## src/hw/rtl/pkse_pkg.sv

```systemverilog
package pkse_pkg;

   localparam int ACTION_WIDTH        = 3;
   localparam int KEY_WIDTH           = 32;
   localparam int POS_WIDTH           = 8;
   localparam int STATUS_WIDTH        = 2;
   localparam int COUNT_WIDTH         = 6;
   localparam int DEFAULT_STACK_DEPTH = 32;

   // stream payload widths, padded to whole bytes
   localparam int REQ_TDATA_WIDTH = 56;
   localparam int RSP_TDATA_WIDTH = 16;

   // action codes, five to seven do nothing
   localparam logic [ACTION_WIDTH-1:0] ACT_INSERT = 3'd0;
   localparam logic [ACTION_WIDTH-1:0] ACT_DELETE = 3'd1;
   localparam logic [ACTION_WIDTH-1:0] ACT_SWAP   = 3'd2;
   localparam logic [ACTION_WIDTH-1:0] ACT_COUNT  = 3'd3;
   localparam logic [ACTION_WIDTH-1:0] ACT_SEARCH = 3'd4;

   typedef enum logic [STATUS_WIDTH-1:0] {
      ST_OK        = 2'd0,
      ST_FULL      = 2'd1,
      ST_BAD_POS   = 2'd2,
      ST_NOT_FOUND = 2'd3
   } status_type;

   typedef enum logic [3:0] {
      CS_IDLE,
      CS_DISPATCH,
      CS_FIND,
      CS_SHIFT_UP,
      CS_PLACE,
      CS_SHIFT_DOWN,
      CS_SWAP_RD,
      CS_SWAP_WR_A,
      CS_SWAP_WR_B,
      CS_FINISH
   } state_type;

   typedef enum logic [3:0] {
      DP_NONE,
      DP_LOAD,
      DP_FIND,
      DP_SHIFT_UP,
      DP_PLACE,
      DP_SHIFT_DOWN,
      DP_SWAP_RD,
      DP_SWAP_WR_A,
      DP_SWAP_WR_B,
      DP_FINISH
   } dp_op_type;

   typedef struct packed {
      dp_op_type  op;
      status_type status;
   } dp_cmd_type;

   typedef struct packed {
      logic [ACTION_WIDTH-1:0] action;
      logic                    full;
      logic                    bad_pos;
      logic                    find_hit;
      logic                    find_miss;
      logic                    up_done;
      logic                    down_done;
   } dp_stat_type;

endpackage

```

## src/hw/rtl/pkse_ctrl.sv

```systemverilog
module pkse_ctrl (
   input  logic                clock,
   input  logic                reset,
   input  logic                req_tvalid,
   output logic                req_tready,
   output logic                rsp_tvalid,
   input  logic                rsp_tready,
   input  pkse_pkg::dp_stat_type stat,
   output pkse_pkg::dp_cmd_type  cmd
);
   import pkse_pkg::*;

   state_type  state_ff, state_in;
   status_type status_ff, status_in;
   logic       rsp_valid_ff, rsp_valid_in;

   always_ff @(posedge clock) begin
      if (reset) begin
         state_ff     <= CS_IDLE;
         status_ff    <= ST_OK;
         rsp_valid_ff <= 1'b0;
      end else begin
         state_ff     <= state_in;
         status_ff    <= status_in;
         rsp_valid_ff <= rsp_valid_in;
      end
   end

   always_comb begin
      state_in     = state_ff;
      status_in    = status_ff;
      rsp_valid_in = rsp_valid_ff && !rsp_tready;
      req_tready   = 1'b0;
      cmd.op       = DP_NONE;
      cmd.status   = status_ff;
      case (state_ff)
         CS_IDLE: begin
            req_tready = 1'b1;
            if (req_tvalid) begin
               cmd.op   = DP_LOAD;
               state_in = CS_DISPATCH;
            end
         end
         CS_DISPATCH: begin
            status_in = ST_OK;
            state_in  = CS_FINISH;
            if (stat.action == ACT_INSERT) begin
               if (stat.full) begin
                  status_in = ST_FULL;
               end else begin
                  state_in = CS_SHIFT_UP;
               end
            end else if (stat.action inside {ACT_DELETE, ACT_SEARCH}) begin
               state_in = CS_FIND;
            end else if (stat.action == ACT_SWAP) begin
               if (stat.bad_pos) begin
                  status_in = ST_BAD_POS;
               end else begin
                  state_in = CS_SWAP_RD;
               end
            end
         end
         CS_FIND: begin
            cmd.op = DP_FIND;
            if (stat.find_hit) begin
               status_in = ST_OK;
               state_in  = (stat.action == ACT_DELETE) ? CS_SHIFT_DOWN : CS_FINISH;
            end else if (stat.find_miss) begin
               status_in = ST_NOT_FOUND;
               state_in  = CS_FINISH;
            end
         end
         CS_SHIFT_UP: begin
            cmd.op = DP_SHIFT_UP;
            if (stat.up_done) begin
               state_in = CS_PLACE;
            end
         end
         CS_PLACE: begin
            cmd.op   = DP_PLACE;
            state_in = CS_FINISH;
         end
         CS_SHIFT_DOWN: begin
            cmd.op = DP_SHIFT_DOWN;
            if (stat.down_done) begin
               state_in = CS_FINISH;
            end
         end
         CS_SWAP_RD: begin
            cmd.op   = DP_SWAP_RD;
            state_in = CS_SWAP_WR_A;
         end
         CS_SWAP_WR_A: begin
            cmd.op   = DP_SWAP_WR_A;
            state_in = CS_SWAP_WR_B;
         end
         CS_SWAP_WR_B: begin
            cmd.op   = DP_SWAP_WR_B;
            state_in = CS_FINISH;
         end
         CS_FINISH: begin
            // wait here while the previous response is still stalled
            if (!rsp_valid_ff || rsp_tready) begin
               cmd.op       = DP_FINISH;
               rsp_valid_in = 1'b1;
               state_in     = CS_IDLE;
            end
         end
         default: begin
            state_in = CS_IDLE;
         end
      endcase
   end

   assign rsp_tvalid = rsp_valid_ff;

endmodule

```

## src/hw/rtl/pkse_dp.sv

```systemverilog
module pkse_dp #(
   parameter int STACK_DEPTH = pkse_pkg::DEFAULT_STACK_DEPTH
) (
   input  logic                                clock,
   input  logic                                reset,
   input  pkse_pkg::dp_cmd_type                cmd,
   output pkse_pkg::dp_stat_type               stat,
   input  logic [pkse_pkg::ACTION_WIDTH-1:0]   req_action,
   input  logic signed [pkse_pkg::KEY_WIDTH-1:0] req_key,
   input  logic [pkse_pkg::POS_WIDTH-1:0]      req_position_a,
   input  logic [pkse_pkg::POS_WIDTH-1:0]      req_position_b,
   output pkse_pkg::status_type                rsp_status,
   output logic [pkse_pkg::COUNT_WIDTH-1:0]    rsp_entry_count,
   output logic [pkse_pkg::COUNT_WIDTH-1:0]    rsp_match_position
);
   import pkse_pkg::*;

   localparam int AW = (STACK_DEPTH > 1) ? $clog2(STACK_DEPTH) : 1;
   localparam int CW = $clog2(STACK_DEPTH + 1);

   logic signed [KEY_WIDTH-1:0] mem [STACK_DEPTH];

   logic [CW-1:0]               count_ff, count_in;
   logic [CW-1:0]               idx_ff, idx_in;
   logic                        probe_ff, probe_in;
   logic [CW-1:0]               probe_pos_ff, probe_pos_in;
   logic [CW-1:0]               match_ff, match_in;
   logic [CW-1:0]               slot_ff, slot_in;
   logic [ACTION_WIDTH-1:0]     action_ff, action_in;
   logic signed [KEY_WIDTH-1:0] key_ff, key_in;
   logic [AW-1:0]               addr_a_ff, addr_a_in;
   logic [AW-1:0]               addr_b_ff, addr_b_in;
   logic                        full_ff, full_in;
   logic                        bad_ff, bad_in;
   logic signed [KEY_WIDTH-1:0] rd_data_ff, rd2_data_ff;
   status_type                  rsp_status_ff, rsp_status_in;
   logic [COUNT_WIDTH-1:0]      rsp_count_ff, rsp_count_in;
   logic [COUNT_WIDTH-1:0]      rsp_match_ff, rsp_match_in;

   logic                        rd_en;
   logic [AW-1:0]               rd_addr, rd2_addr;
   logic                        wr_en;
   logic [AW-1:0]               wr_addr;
   logic signed [KEY_WIDTH-1:0] wr_data;
   logic [POS_WIDTH-1:0]        cnt_ext, match_ext;
   logic                        hit, miss, up_done, down_done;

   // stack storage, two read ports and one write port
   always_ff @(posedge clock) begin
      if (wr_en) begin
         mem[wr_addr] <= wr_data;
      end
      if (rd_en) begin
         rd_data_ff  <= mem[rd_addr];
         rd2_data_ff <= mem[rd2_addr];
      end
   end

   always_ff @(posedge clock) begin
      if (reset) begin
         count_ff <= '0;
         probe_ff <= 1'b0;
      end else begin
         count_ff <= count_in;
         probe_ff <= probe_in;
      end
   end

   always_ff @(posedge clock) begin
      idx_ff        <= idx_in;
      probe_pos_ff  <= probe_pos_in;
      match_ff      <= match_in;
      slot_ff       <= slot_in;
      action_ff     <= action_in;
      key_ff        <= key_in;
      addr_a_ff     <= addr_a_in;
      addr_b_ff     <= addr_b_in;
      full_ff       <= full_in;
      bad_ff        <= bad_in;
      rsp_status_ff <= rsp_status_in;
      rsp_count_ff  <= rsp_count_in;
      rsp_match_ff  <= rsp_match_in;
   end

   assign cnt_ext   = POS_WIDTH'(count_ff);
   assign match_ext = POS_WIDTH'(match_ff);
   assign hit       = probe_ff && (rd_data_ff == key_ff);
   assign miss      = !probe_ff && (idx_ff == '0);
   assign up_done   = !probe_ff && (idx_ff <= slot_ff);
   assign down_done = !probe_ff && (idx_ff >= count_ff);

   always_comb begin
      count_in      = count_ff;
      idx_in        = idx_ff;
      probe_in      = 1'b0;
      probe_pos_in  = probe_pos_ff;
      match_in      = match_ff;
      slot_in       = slot_ff;
      action_in     = action_ff;
      key_in        = key_ff;
      addr_a_in     = addr_a_ff;
      addr_b_in     = addr_b_ff;
      full_in       = full_ff;
      bad_in        = bad_ff;
      rsp_status_in = rsp_status_ff;
      rsp_count_in  = rsp_count_ff;
      rsp_match_in  = rsp_match_ff;
      rd_en         = 1'b0;
      rd_addr       = '0;
      rd2_addr      = '0;
      wr_en         = 1'b0;
      wr_addr       = '0;
      wr_data       = key_ff;
      case (cmd.op)
         DP_LOAD: begin
            action_in = req_action;
            key_in    = req_key;
            idx_in    = count_ff;
            match_in  = '0;
            full_in   = (count_ff == CW'(STACK_DEPTH));
            bad_in    = (req_position_a == '0) || (req_position_b == '0) ||
                        (req_position_a == req_position_b) ||
                        (req_position_a > cnt_ext) || (req_position_b > cnt_ext);
            addr_a_in = AW'(req_position_a - POS_WIDTH'(1));
            addr_b_in = AW'(req_position_b - POS_WIDTH'(1));
            // position zero means bottom, beyond the count means top
            if (req_position_a == '0) begin
               slot_in = '0;
            end else if (req_position_a > cnt_ext) begin
               slot_in = count_ff;
            end else begin
               slot_in = CW'(req_position_a - POS_WIDTH'(1));
            end
         end
         DP_FIND: begin
            // walk from the top, compare in the cycle after the read
            if (hit) begin
               match_in = probe_pos_ff;
               idx_in   = probe_pos_ff;
            end else if (idx_ff != '0) begin
               rd_en        = 1'b1;
               rd_addr      = AW'(idx_ff - CW'(1));
               probe_in     = 1'b1;
               probe_pos_in = idx_ff;
               idx_in       = idx_ff - CW'(1);
            end
         end
         DP_SHIFT_UP: begin
            if (probe_ff) begin
               wr_en   = 1'b1;
               wr_addr = AW'(probe_pos_ff);
               wr_data = rd_data_ff;
            end
            if (idx_ff > slot_ff) begin
               rd_en        = 1'b1;
               rd_addr      = AW'(idx_ff - CW'(1));
               probe_in     = 1'b1;
               probe_pos_in = idx_ff;
               idx_in       = idx_ff - CW'(1);
            end
         end
         DP_PLACE: begin
            wr_en    = 1'b1;
            wr_addr  = AW'(slot_ff);
            wr_data  = key_ff;
            count_in = count_ff + CW'(1);
         end
         DP_SHIFT_DOWN: begin
            if (probe_ff) begin
               wr_en   = 1'b1;
               wr_addr = AW'(probe_pos_ff);
               wr_data = rd_data_ff;
            end
            if (idx_ff < count_ff) begin
               rd_en        = 1'b1;
               rd_addr      = AW'(idx_ff);
               probe_in     = 1'b1;
               probe_pos_in = idx_ff - CW'(1);
               idx_in       = idx_ff + CW'(1);
            end
            if (down_done) begin
               count_in = count_ff - CW'(1);
            end
         end
         DP_SWAP_RD: begin
            rd_en    = 1'b1;
            rd_addr  = addr_a_ff;
            rd2_addr = addr_b_ff;
         end
         DP_SWAP_WR_A: begin
            wr_en   = 1'b1;
            wr_addr = addr_a_ff;
            wr_data = rd2_data_ff;
         end
         DP_SWAP_WR_B: begin
            wr_en   = 1'b1;
            wr_addr = addr_b_ff;
            wr_data = rd_data_ff;
         end
         DP_FINISH: begin
            rsp_status_in = cmd.status;
            rsp_count_in  = cnt_ext[COUNT_WIDTH-1:0];
            rsp_match_in  = match_ext[COUNT_WIDTH-1:0];
         end
         default: begin
         end
      endcase
   end

   assign stat.action    = action_ff;
   assign stat.full      = full_ff;
   assign stat.bad_pos   = bad_ff;
   assign stat.find_hit  = hit;
   assign stat.find_miss = miss;
   assign stat.up_done   = up_done;
   assign stat.down_done = down_done;

   assign rsp_status         = rsp_status_ff;
   assign rsp_entry_count    = rsp_count_ff;
   assign rsp_match_position = rsp_match_ff;

endmodule

```

## src/hw/rtl/positional_key_stack_engine.sv

```systemverilog
// channel | dir | ports                  | content
// req     | in  | req_tvalid/tready/tdata | action, key, position_a, position_b
// rsp     | out | rsp_tvalid/tready/tdata | status, entry_count, match_position
//
// steps per request: count, full insert and bad swap go from dispatch to finish;
// swap reads both entries, writes a, then writes b; insert moves the entries above
// the slot up, then places the key; search walks from the top one entry a cycle
// and stops on a hit or at the bottom; delete then moves the entries above the match down
// reset clears the entry count and control, not the stored keys
// a stalled response holds in its register and holds the next request at its end
module positional_key_stack_engine #(
   parameter int STACK_DEPTH = pkse_pkg::DEFAULT_STACK_DEPTH
) (
   input  logic                                 clock,
   input  logic                                 reset,
   // req_tdata: action [2:0], key [34:3], position_a [42:35],
   // position_b [50:43], zero fill [55:51]
   input  logic                                 req_tvalid,
   output logic                                 req_tready,
   input  logic [pkse_pkg::REQ_TDATA_WIDTH-1:0] req_tdata,
   // rsp_tdata: status [1:0], entry_count [7:2], match_position [13:8],
   // zero fill [15:14]
   output logic                                 rsp_tvalid,
   input  logic                                 rsp_tready,
   output logic [pkse_pkg::RSP_TDATA_WIDTH-1:0] rsp_tdata
);
   import pkse_pkg::*;

   dp_cmd_type                  cmd;
   dp_stat_type                 stat;
   logic [ACTION_WIDTH-1:0]     req_action;
   logic signed [KEY_WIDTH-1:0] req_key;
   logic [POS_WIDTH-1:0]        req_position_a;
   logic [POS_WIDTH-1:0]        req_position_b;
   status_type                  rsp_status;
   logic [COUNT_WIDTH-1:0]      rsp_entry_count;
   logic [COUNT_WIDTH-1:0]      rsp_match_position;

   // unpack request fields
   assign req_action     = req_tdata[2:0];
   assign req_key        = req_tdata[34:3];
   assign req_position_a = req_tdata[42:35];
   assign req_position_b = req_tdata[50:43];

   // controller: sequences each action and owns the response valid
   pkse_ctrl u_ctrl (
      .clock      (clock),
      .reset      (reset),
      .req_tvalid (req_tvalid),
      .req_tready (req_tready),
      .rsp_tvalid (rsp_tvalid),
      .rsp_tready (rsp_tready),
      .stat       (stat),
      .cmd        (cmd)
   );

   // datapath: key memory, walk counters, compare and response register
   pkse_dp #(
      .STACK_DEPTH (STACK_DEPTH)
   ) u_dp (
      .clock              (clock),
      .reset              (reset),
      .cmd                (cmd),
      .stat               (stat),
      .req_action         (req_action),
      .req_key            (req_key),
      .req_position_a     (req_position_a),
      .req_position_b     (req_position_b),
      .rsp_status         (rsp_status),
      .rsp_entry_count    (rsp_entry_count),
      .rsp_match_position (rsp_match_position)
   );

   // pack response fields, lowest first
   assign rsp_tdata = {2'b00, rsp_match_position, rsp_entry_count, rsp_status};

   // a taken request makes the block busy on the next cycle
   a_busy_after_accept: assert property (@(posedge clock) disable iff (reset)
      (req_tvalid && req_tready) |=> !req_tready)
      else $error("request accepted while a transaction is in process");

   // a miss never reports a match position
   a_miss_no_match: assert property (@(posedge clock) disable iff (reset)
      (rsp_tvalid && (rsp_tdata[1:0] == ST_NOT_FOUND)) |-> (rsp_tdata[13:8] == '0))
      else $error("key not found response carries a match position");

   // full is only reported with the stack at its depth
   a_full_count: assert property (@(posedge clock) disable iff (reset)
      (rsp_tvalid && (rsp_tdata[1:0] == ST_FULL)) |->
      (rsp_tdata[7:2] == COUNT_WIDTH'(STACK_DEPTH)))
      else $error("stack full response with a count below the depth");

   // only a swap gives bad position, and it carries no match position
   a_bad_pos_no_match: assert property (@(posedge clock) disable iff (reset)
      (rsp_tvalid && (rsp_tdata[1:0] == ST_BAD_POS)) |-> (rsp_tdata[13:8] == '0))
      else $error("bad position response carries a match position");

endmodule
```

## config.mk

```make
export PLATFORM = sky130hd
export DESIGN_NAME = positional_key_stack_engine
export DESIGN_NICKNAME = d
export VERILOG_FILES = /design/src/hw/rtl/pkse_pkg.sv /design/src/hw/rtl/pkse_ctrl.sv /design/src/hw/rtl/pkse_dp.sv /design/src/hw/rtl/positional_key_stack_engine.sv
export SDC_FILE = /design/constraint.sdc
export NUM_CORES = 2
export LEC_CHECK = 0
export BUFFER_PORTS_ARGS = -buffer_cell sky130_fd_sc_hd__buf_2
export CAP_MARGIN = 20
export CORE_UTILIZATION = 25
export DETAILED_ROUTE_END_ITERATION = 8
export GPL_ROUTABILITY_DRIVEN = 0
export GPL_TIMING_DRIVEN = 0
export PLACE_DENSITY_LB_ADDON = 0.25
export SYNTH_ARGS = -nofsm -noshare
export SYNTH_HDL_FRONTEND = slang
export SYNTH_SLANG_ARGS = --single-unit
```

## constraint.sdc

```tcl
create_clock -name clock -period 5.1 [get_ports clock]
set_input_delay 0 -clock clock [delete_from_list [all_inputs] [get_ports clock]]
set_output_delay 0 -clock clock [all_outputs]
set_load 0.02 [all_outputs]
```

After elaboration in Yosys (flattened, before gate mapping)
Memories as Yosys holds them, arrays and structs flattened. A register that Yosys moved wholly into a read port is not among the register bits.
Cells that the tools add are included.
{"block": "totals", "ram_bits": 1024, "out_inout_bits": 18, "memories": 1, "word_cells": 163, "input_bits": 60, "reg_bits": 99}
{"memory": "u_dp.mem", "depth": 32, "width": 32, "rd": 2, "rd_ports_with_merged_regs": 2, "write_ports": 1, "line_no": "pkse_dp.sv:21", "rtl": "logic signed [KEY_WIDTH-1:0] mem [STACK_DEPTH];"}
{"block": "classes", "n_addsub": 6, "n_eq_ne": 36, "reduce_logical": 34, "muxes": 62, "order_cmp": 6}
{"cell": "$pmux 32 s3", "count": 1}
{"cell": "$pmux 4 s9", "count": 2}
{"cell": "$mux 6", "count": 11}
{"cell": "$mux 4", "count": 13}
{"cell": "$pmux 5 s4", "count": 2}
{"cell": "$eq 32x32->1", "count": 1}
{"cell": "$eq 4x3->1 const B", "count": 8}
{"cell": "$mux 32", "count": 1}
{"cell": "$mux 5", "count": 6}
{"cell": "$pmux 6 s2", "count": 2}
{"cell": "$pmux 6 s4", "count": 1}
{"cell": "$pmux 6 s3", "count": 1}
{"cell": "$sub 6x1->6 const B", "count": 3}
{"cell": "$eq 4x2->1 const B", "count": 4}
{"cell": "$eq 4x4->1 const B", "count": 4}
{"cell": "$gt 8x6->1", "count": 2}
{"cell": "$logic_not 8->1", "count": 2}
{"cell": "$ne 2x1->1 const B", "count": 8}
{"cell": "$add 6x1->6 const B", "count": 2}
{"cell": "$mux 1", "count": 12}
{"cell": "$mux 2", "count": 6}
{"cell": "$reduce_and 5->1", "count": 2}
{"cell": "$eq 4x1->1 const B", "count": 2}
{"cell": "$eq 8x8->1", "count": 1}
{"cell": "other kinds (29)", "count": 47}

Depth between registers and ports, before layout
{"block": "logic_depth", "word_depth": 9, "depth_mapped": 17, "mapped_depth_nobuf": 12}

Cells and area by module
From an unflattened synthesis, not the netlist that was laid out.
{"block": "unflattened", "cells_unflattened": 4921, "area_unflattened_um2": 57762.9}
{"module": "pkse_dp", "cells_each": 4832, "area_per_inst_um2": 57079.7, "seq_area_each_um2": 35363.9, "instances": 1}
{"module": "pkse_ctrl", "cells_each": 86, "area_per_inst_um2": 664.4, "seq_area_each_um2": 140.1, "instances": 1}
{"module": "positional_key_stack_engine", "cells_each": 3, "area_per_inst_um2": 18.8, "seq_area_each_um2": 0.0, "instances": 1}

Worst setup path after synthesis
Ideal clock, no wire load.
{"block": "synth_timing", "path_kind": "reg2reg", "from": "register u_ctrl.state_ff[1]", "to": "register u_dp.rd2_data_ff[0], read port of u_dp.mem (enable)", "required_time_ps": 4676, "setup_time_ps": 424, "path_buffers": 6, "path_slack_ps": 1269, "t_arrival_ps": 3407, "path_stages_with_launch": 10, "period_less_slack_ps": 3831, "cell_sequence": "dfxtp_1 > buf_2 > nor2b_1 > clkbuf_1 > and2_1 > buf_2 > clkbuf_1 > clkbuf_1 > clkbuf_1 > or3_1"}
{"block": "synth_via", "elab_chain_cells": 4, "word_cells_on_any_way": 16, "cone_classes": "12 x eq/ne; 3 x mux; 1 x reduce/logical"}
{"element": "start: declaration", "line_no": "pkse_ctrl.sv:13", "rtl": "state_type state_ff, state_in;"}
{"element": "start signal: assignment", "line_no": "pkse_ctrl.sv:23", "rtl": "state_ff <= state_in;"}
{"element": "$eq 4x4->1, or another cell as far along", "line_no": "pkse_ctrl.sv:36", "rtl": "case (state_ff)"}
{"element": "$pmux 4 s9 (*)", "line_no": "pkse_ctrl.sv:36"}
{"element": "$eq 4x3->1 / $eq 4x2->1 (equally long branches)", "line_no": "pkse_dp.sv:114", "rtl": "case (cmd.op)"}
{"element": "$pmux 1 s4 (*)", "line_no": "pkse_dp.sv:114"}
{"element": "net u_dp.rd_en", "line_no": "pkse_dp.sv:40", "rtl": "logic rd_en;"}
{"element": "end: declaration", "line_no": "pkse_dp.sv:35", "rtl": "logic signed [KEY_WIDTH-1:0] rd_data_ff, rd2_data_ff;"}
Mark *: on every way through the listed nets, which the timed path passes. The rest lies on a longest branch.
A chain may end at the register's enable or synchronous reset.

Worst setup path after layout
{"block": "layout_timing", "from": "register u_ctrl.state_ff[1]", "to": "register u_dp.rd2_data_ff[11], read port of u_dp.mem (data pin)"}
{"block": "layout_via", "elab_chain_cells": 4, "word_cells_on_any_way": 16, "cone_classes": "12 x eq/ne; 3 x mux; 1 x reduce/logical"}
{"element": "$eq 4x4->1, or another cell as far along", "line_no": "pkse_ctrl.sv:36"}
{"element": "$pmux 4 s9 (*)", "line_no": "pkse_ctrl.sv:36"}
{"element": "$eq 4x3->1 / $eq 4x2->1 (equally long branches)", "line_no": "pkse_dp.sv:114"}
{"element": "$pmux 1 s4 / $mux 5 (equally long branches)", "line_no": "pkse_dp.sv:114"}
Every way passes the cells marked *; elsewhere a longest branch is shown, timed or not.

==> results.txt <==
----------------------------------------------------
[Worst setup path]
  Worst Setup Path Type ... reg -> reg
  R2R cell count ... 15
  Launching point of the worst reg2reg path ... u_ctrl.state_ff[1]$_SDFFE_PP0P_
  Setup slack, reg-to-reg ... -170 ps
  Critical path's top delay family ... buffers and inverters
  CP max FO ... 10
  End of the critical path ... u_dp.rd2_data_ff[11]$_DFFE_PP_
  Type of element launching the critical path ... flop
  Delay of the slowest cell on the worst path ... 1210 ps
  Capturing point of the worst reg2reg path ... u_dp.rd2_data_ff[11]$_DFFE_PP_
  Arrival @ worst endpoint ... 5710 ps
  Worst EP required ... between 5000 and 6000 ps
  CP cell instances ... buf_2, nor2b_1, clkbuf_2, and2_1, buf_2, buf_2, nand2_1, clkbuf_1, buf_16, clkbuf_2, buf_2, nand2_1, o21ai_0, o211ai_1, o21ai_0
  Critical-path cell with the highest stage delay ... o211ai_1
  Crit path depth ... 15
  Crit path top cell by count ... buf_2
  Worst setup path startpoint ... u_ctrl.state_ff[1]$_SDFFE_PP0P_
  Bufs and invs on worst path ... 8
  Endpoint type of the worst setup path ... flop

[CTS]
  Clock network latency to the later pin of the worst-skew pair ... 810 ps
  Clock slew at reported path FFs ... 60 ps
  Number of buffers added by the clock tree synthesis step ... 137
  Cell at the root of the clock tree ... clkbuf_16
  Clock tree from TritonCTS ... built
  CTS H-tree lvls ... 4
  Number of sinks driven by the clock tree ... 1187
  Max clock buf depth ... 3

[Global route]
  Total congestion overflow ... 0
  Wire length of the first global-routing pass ... 353 mm
  Antenna violations before repair ... 14
  Total track usage ... 22.1%
  Via count of the first global-routing pass ... 42700
  Largest net degree at the start of global routing ... between 60 and 70

[Yosys]
  Netlist Area Pre-Place ... 57800 µm²
  Number of synthesized flops with an enable pin ... 1173
  Most common flop cell mapped by yosys ... edfxtp_1
  Synth warn ... 0
  Flops & latches, synth ... about 1200
  Cells after synthesis ... 4713
  Share of flip-flops with an asynchronous set or reset ... 0%
  Distinct cells, synth ... 72
  Share of the yosys chip area belonging to registers ... between 60% and 70%
  Mean instance size in the synthesized netlist ... roughly 12 µm²

[STA]
  Post-layout worst setup margin ... -172 ps
  Relative slew slack ... under 10%
  Count of final hold-check violations ... 0
  Number of setup violations in the final report ... 19
  Final max-slew violation count ... 0
  Post-layout minimum cycle time ... 5270 ps
  Part of the cycle the worst path needs ... 103%
  Final setup skew ... between 50 and 60 ps
  Highest clock rate ... approximately 0.19 GHz
  Total Neg Setup Slack ... -850 ps
  RSZ-0062 raised after global routing ... no
  Slew at the pin with the worst max-slew slack ... 1430 ps

[Route]
  Vias per std cell ... 5.46
  Average wire length per cell after detail routing ... 32.0 µm
  Number of iterations in the first detailed-routing pass ... 9
  Via count ... between 40000 and 50000
  Detail Route Antenna Nets ... 0
  Residual DRC ... 4
  Violation count after the first detailed-routing iteration ... 6503
  Total length of routed wires ... 265 mm

[Cells and area]
  Fraction of layout cells with a size suffix above 1 ... between 10% and 20%
  Post-route cell area ... 70000 µm²
  # nets final ... about 5200
  Area added between synthesis and finish ... 21.0%

[Run]
  Number of maximum-capacitance violations ... 0

[Floorplan]
  Total I/O pin count ... just under 80
  DIE HEIGHT ... 483 µm
  Core Area ... 230000 µm²
  Number of rows in the core area ... 176
  Initial cell density of the core ... about a quarter
  Floorplan die area ... approximately 230000 µm²
  X dimension of the die ... between 400 and 500 µm

[Power]
  Power per unit of standard cell area ... 568 nW/µm²
  Overall power of the completed layout ... approximately 0.040 W
  Peak supply drop ... 0.304 mV
  Standby leakage power ... 24.5 nW

[Run status]
  Violated checks ... design-rule violations, negative setup slack
  Run status ... finished with violations

[Place]
  Setup slack at placement ... -1310 ps
  PortBufs ... 70
  Post-DP Area ... 63700 µm²
  Dpl hpwl ... between 150 and 200 mm

[Hold path]
  Class of the tightest hold or removal check ... in -> reg

----------------------------------------------------
cell usage after synthesis, types with 8 or more instances:
| cell | n | area (µm²) |
|---|---|---|
| clkbuf_1 | 213 | 800 |
| a21oi_1 | 138 | 691 |
| mux2_2 | 128 | 1440 |
| nand3_1 | 237 | 1190 |
| nand2b_1 | 9 | 56.3 |
| dfxtp_1 | 14 | 280 |
| nand4_1 | 11 | 68.8 |
| a222oi_1 | 32 | 320 |
| a22oi_1 | 8 | 60.1 |
| xnor2_1 | 34 | 298 |
| buf_1 | 31 | 116 |
| inv_1 | 64 | 240 |
| nor4_1 | 27 | 169 |
| mux2i_1 | 278 | 2780 |
| o22ai_1 | 18 | 113 |
| o211ai_1 | 98 | 736 |
| mux4_2 | 129 | 2910 |
| nor3_1 | 16 | 80.1 |
| and3_1 | 110 | 688 |
| o21ai_0 | 148 | 741 |
| nor2b_1 | 11 | 68.8 |
| buf_4 | 15 | 113 |
| o2111ai_1 | 8 | 70.1 |
| or4_1 | 22 | 165 |
| o221ai_1 | 24 | 210 |
| ha_1 | 34 | 425 |
| nand2_1 | 965 | 3620 |
| a211oi_1 | 66 | 495 |
| edfxtp_1 | 1173 | 35200 |
| a31oi_1 | 173 | 1080 |
| a221oi_1 | 8 | 70.1 |
| or3_1 | 9 | 56.3 |
| buf_2 | 101 | 505 |
| nor2_1 | 242 | 908 |
| a311oi_1 | 16 | 140 |
| xor2_1 | 30 | 263 |
worst min-delay path by stage:
stage	end	cells after the start	slack, ps	startpoint
6_report	u_dp.key_ff[16]$_DFFE_PP_	2	7	req_tdata[19]
5_1_grt	u_dp.key_ff[18]$_DFFE_PP_	2	20	req_tdata[21]
4_1_cts	u_dp.count_ff[5]$_SDFFE_PP0P_	3	3	reset
3_5_place_dp	u_dp.key_ff[9]$_DFFE_PP_	1	180	req_tdata[12]
3_3_place_gp	u_dp.key_ff[9]$_DFFE_PP_	1	180	req_tdata[12]
2_1_floorplan	u_ctrl.state_ff[3]$_SDFFE_PP0P_	1	70	reset
power by group:
| part | total [W] | switching, W | internal, W |
|---|---|---|---|
| Clock | 0.00966 | 0.00421 | 0.00545 |
| Combinational | 0.0171 | 0.0126 | 0.00450 |
| Sequential | 0.0130 | 0.000401 | 0.0126 |
through the flow:
| stage | util, % | std cells | hold slack, ps |
|---|---|---|---|
| global route | 30.4 | 8259 | 24.1 |
| detailed placement | 27.7 | 7877 | 180 |
| floorplan | - | 4714 | 69.1 |
| global placement | 26.9 | 7810 | 180 |
| CTS | 30.2 | 8228 | 3.04 |
| finish | 30.4 | 8264 | 7.33 |
repair_timing:
item                       4_1_cts  5_1_grt
setup endpoints to repair      345       49
resized for setup              121       70
pin swaps                       14        5
hold endpoints to repair        84        0
cloned                           0        0
hold buffers                    94        0
setup buffers                   16        6
cells in the final DEF, fill, tap and decap left out, types with 32 or more instances in the layout:
cell           synthesis  layout
nor2_1               242     210
a21oi_1              138     130
o21ai_0              148     148
mux4_2               129     129
buf_2                101     152
a211oi_1              66      55
nand3_1              237     236
buf_4                 15      44
mux2i_1              278     277
a31oi_1              173     171
ha_1                  34      34
nor2_4                 0      33
mux2_2               128     128
nand2_1              965     965
inv_1                 64      49
clkbuf_2               0      40
xnor2_1               34      32
buf_12                 0      39
o211ai_1              98      98
and3_1               110     109
dlygate4sd3_1          0      94
clkbuf_1             213     201
edfxtp_1            1173    1173
clkbuf_16              0     142
a222oi_1              32      32
worst reg2reg max path, cell delays in order (launching register included):
cell      delay (ps)
dfxtp_1          300
buf_2            220
nor2b_1          150
clkbuf_2         230
and2_1           160
buf_2            200
buf_2            340
nand2_1          200
clkbuf_1         320
buf_16           250
clkbuf_2         330
buf_2            330
nand2_1          130
o21ai_0          230
o211ai_1        1210
o21ai_0          340
flip-flops by register name (all words and copies together) (netlist names), 2 cells and up:
name,flops
u_dp.rd2_data_ff,32
u_dp.rsp_entry_count,6
u_dp.addr_a_ff,5
u_dp.probe_pos_ff,6
u_dp.match_ff,6
u_ctrl.status_ff,2
u_dp.key_ff,32
u_dp.rd_data_ff,32
u_dp.addr_b_ff,5
u_dp.idx_ff,6
u_dp.rsp_status,2
u_dp.action_ff,3
u_dp.mem,1024
u_dp.rsp_match_position,6
u_ctrl.state_ff,4
u_dp.slot_ff,6
u_dp.count_ff,6
layer usage:
metal,share of wire (%),up-vias,wire length (µm),track usage (%)
met1,37,22900,98900,26.7
met5,0.43,-,1140,0.817
li1,-,18700,-,-
met4,7.6,16,20200,14.4
met3,11,684,30300,7.95
met2,43,2805,114000,33.0
kinds of logic (layout without fill, tap and decap cells):
family                     after synthesis  in the layout  synth area share [%]
other                                    1             21               0.00649
buffers and inverters                  426            931                  3.11
DFF                                   1187           1187                  61.4
adders and majority gates               36             36                 0.788
muxes                                  535            535                  12.3
xor gates and xnor gates                64             64                 0.970
and+or+nand+nor                       1685           1685                  12.6
AOI/OAI and AO/OA                      779            779                  8.79
layout make-up:
| cell class | instances | area, µm² |
|---|---|---|
| antenna | 19 | 47.5 |
| clock buffer | 175 | 3680 |
| buffer | 359 | 1700 |
| tap | 3026 | 3790 |
| sequential | 1187 | 35500 |
| timing repair buffer | 266 | 3230 |
| clock inverter | 67 | 553 |
| fill | 23300 | 160000 |
| inverter | 64 | 240 |
| multi-input combinational | 3101 | 21200 |
(Power assumes the default switching activity.)
